`src/rtl/pnri_ram.sv`:
```
// Generic single-port-write, single-read RAM with registered read data.
// No dependencies.
`default_nettype none
module pnri_ram #(
  parameter int Width = 32,
  parameter int Depth = 128
) (
  input  wire logic                     clk,
  input  wire logic                     we,
  input  wire logic [$clog2(Depth)-1:0] waddr,
  input  wire logic [Width-1:0]         wdata,
  input  wire logic [$clog2(Depth)-1:0] raddr,
  output logic      [Width-1:0]         rdata
);
  logic [Width-1:0] mem [Depth];
  always_ff @(posedge clk) begin
    if (we) mem[waddr] <= wdata;
    rdata <= mem[raddr];
  end
endmodule
`default_nettype wire

```
`config.mk`:
```
export PLATFORM = sky130hd
export DESIGN_NAME = pnri_ram
export DESIGN_NICKNAME = d
export VERILOG_FILES = /design/src/rtl/pnri_ram.sv
export SDC_FILE = /design/constraint.sdc
export NUM_CORES = 2
export LEC_CHECK = 0
export BUFFER_PORTS_ARGS = -buffer_cell sky130_fd_sc_hd__buf_2
export CAP_MARGIN = 15
export CORE_ASPECT_RATIO = 0.75
export CORE_MARGIN = 5
export CORE_UTILIZATION = 40
export CTS_BUF_LIST = sky130_fd_sc_hd__clkbuf_4
export DETAILED_ROUTE_END_ITERATION = 8
export PLACE_DENSITY = 0.6
export SYNTH_ARGS = -nofsm -noshare
export SYNTH_HDL_FRONTEND = slang
export SYNTH_SLANG_ARGS = --single-unit
```
`constraint.sdc`:
```
create_clock -name clk -period 4.5 [get_ports clk]
set_input_delay 0.45 -clock clk [delete_from_list [all_inputs] [get_ports clk]]
set_output_delay 0.45 -clock clk [all_outputs]
set_load 0.02 [all_outputs]
```
==> metrics.md <==
| Metric | Value |
|---|---|
| Mapped Cells | `5,990` |
| WHS | `0.177 ns` |
| Max Buffers Root-to-Sink | `4` |
| Hold Path Class | `input pin to register` |
| Initial DRC count | `around 11,000` |
| Clk_lat worst skew | `roughly 1.5 ns` |
| CP Class | `input pin to register` |
| Sequential share of the synthesized area | `about four fifths` |
| Crit path DAT | `approximately 4.2 ns` |
| Root buf cell | `clkbuf_4` |
| Clock Skews | `between 0.15 and 0.2 ns` |
| Port Buf Inserts | `between 70 and 80` |
| Maximum VDD drop | `about 280 µV` |
| DRT antenna net count | `0` |
| Syn_nets | `6,038` |
| Crit path capture type | `register` |
| Top Layer Used | `met5` |
| Maximum fanout along the worst path | `14` |
| Gr usage total | `between 20% and 30%` |
| Tmin final | `3.07 ns` |
| DP Wirelength | `between 200 and 250 mm` |
| Die H | `~550 µm` |
| Clock Sinks | `slightly above 4,000` |
| Ys Warns | `0` |
| Most frequent cells in the layout | `edfxtp_1, clkbuf_4, mux4_2, buf_4, clkinv_1` |
| DR pass1 iterations | `5` |
| Slew Viols, Final | `0` |
| # setup viols final | `0` |
| Total Routed Length | `around 440 mm` |
| Netlist cell types | `17` |
| Critical-path cell list | `dlygate4sd3_1, buf_2, nor2b_1, dlygate4sd3_1, nand3_1, nor2_4, buf_4` |
| Avg Cell Area, Syn | `~26 µm²` |
| Reg clk slew, reported paths | `0.06 ns` |
| Cell mode on critical path | `dlygate4sd3_1` |
| Vias in the first global route | `between 70,000 and 80,000` |
| Run status | `complete, no violations` |
| Worst path slowest cell | `nor2_4` |
| Total power divided by cell area | `roughly 430 nW/µm²` |
| Initial core utilization | `between 40% and 50%` |
| CP top delay family | `buffers and inverters` |
| Largest net degree at the start of global routing | `about 130` |
| Crit path largest cell delay | `0.91 ns` |
| Metal-1 WL | `approximately 180 mm` |
| GRT overflow | `0` |
| Crit path buffers/inverters | `4` |
| MaxCap Viol Count | `0` |
| FP Rows | `roughly 200` |
| Vias/cell | `a little under 6` |
| Most common cell after layout, fill and taps aside | `edfxtp_1` |
| Die width | `roughly 730 µm` |
| Final Cycle Share | `68.3%` |
| Area of the core | `~400,000 µm²` |
| Final net count | `7,137` |
| Relative slew slack | `roughly 17%` |
| WP data required | `5.61 ns` |
| DIE AREA | `around 400,000 µm²` |
| H-tree depth | `6` |
| Initial antenna violation count | `94` |
| CTS tree | `built` |
| Met3 Routed Length | `around 56 mm` |
| RSZ-0062 raised after global routing | `false` |
| Met2 wire len | `between 150 and 200 mm` |
| Endpoints failing hold | `0` |
| Leak | `about 56 nW` |
| Mapped Area | `156,000 µm²` |
| Wire length per cell | `around 34 µm` |
| Post_cts resized | `0` |
| Seq cells post-synth | `~4,100` |
| Area growth syn-to-layout | `14.7%` |
| Routed vias | `76,400` |
| Setup total negative slack | `0 ns` |
| Total Power | `roughly 76 mW` |
| Worst slew pin tran | `~1.2 ns` |
| First-pass GRT wire length | `roughly 600 mm` |
| Postcts setup bufs | `0` |
| Layout cell share with drive strength beyond 1 | `a little over two fifths` |
| Routability cong. | `0.807` |
| TritonCTS Buffers | `927` |
| Type of origin of the critical path | `input pin` |
| DRC viols | `0` |
| Ports | `80` |
| Max Freq | `between 0.3 and 0.4 GHz` |
==> state kept, by name, indices dropped and copies added, names as in the netlist <==
register / count
mem: 4096
rdata: 32
==> final cells by class <==
cell class	instances	area (µm²)
fillers	32100	209000
flip-flops and latches	4128	124000
multi-input cells	1546	32300
clock buffers	1413	10600
well taps	5200	6510
repair buffers	486	4900
clock inverters	230	1240
diodes	39	97.6
==> where the power goes <==
group | internal, mW | switching, mW | total [mW]
sequential | 42.4 | 0.162 | 42.6
clock | 14.8 | 14.5 | 29.3
combinational | 1.68 | 2.84 | 4.52
total | 58.9 | 17.5 | 76.4
==> worst register-to-register path: stages (launching register included) <==
cell and delay, ns:
edfxtp_1 0.35, mux4_2 0.48, mux4_2 0.62, mux4_2 0.64, mux2_2 0.32, dlygate4sd3_1 0.55
==> what timing repair did <==
action,CTS,global route
hold buffers,62,1
endpoints found under the setup margin,0,0
hold endpoints to repair,4712,16
==> final timing paths <==
path | start | end | slack [ns] | cells past startpoint
worst max-delay path | waddr[6] | mem[95][30] | 1.43 | 7
worst min-delay path | wdata[30] | mem[116][30] | 0.18 | 3
worst max register to register | mem[117][25] | rdata[25] | 1.46 | 5
worst min register to register | mem[12][26] | rdata[26] | 1.15 | 4
==> routing by layer <==
| metal | track usage, % | up-vias |
|---|---|---|
| met2 | 31.2 | 4925 |
| met4 | 6.11 | 38 |
| met5 | 0 | - |
| met1 | 32.5 | 41500 |
| li1 | - | 29300 |
| met3 | 6.67 | 656 |
==> synthesized netlist by cell type <==
master / n / area, µm²
buf_2: 79 / 395
clkbuf_1: 182 / 683
or3_1: 1 / 6.26
nor2_1: 122 / 458
dfxtp_1: 32 / 641
mux4_2: 1344 / 30300
nor3_1: 9 / 45.0
nand3_1: 12 / 60.1
edfxtp_1: 4096 / 123000
nand2b_1: 2 / 12.5
mux2_2: 32 / 360
nand4_1: 3 / 18.8
buf_6: 2 / 22.5
buf_1: 50 / 188
nand2_1: 14 / 52.6
buf_4: 3 / 22.5
nor2b_1: 7 / 43.8
==> through the flow <==
| stage | util, % | area [µm²] | setup WS (ns) | cells |
|---|---|---|---|---|
| finish | 46.2 | 179000 | 1.43 | 13000 |
| detailed placement | 42.9 | 167000 | 0.619 | 11300 |
| global route | 46.1 | 179000 | 1.44 | 13000 |
| CTS | 46.1 | 179000 | 1.40 | 13000 |
| global placement | 42.9 | 167000 | 0.629 | 11300 |
| floorplan | - | 156000 | 0.811 | 5990 |
==> cell families after synthesis <==
logic type	after synthesis	share of synthesized area, %
DFF	4128	79.1
and+or+nand+nor	170	0.446
buffers and inverters	316	0.839
muxes	1376	19.6
Power figures use the tool's default switching activity.
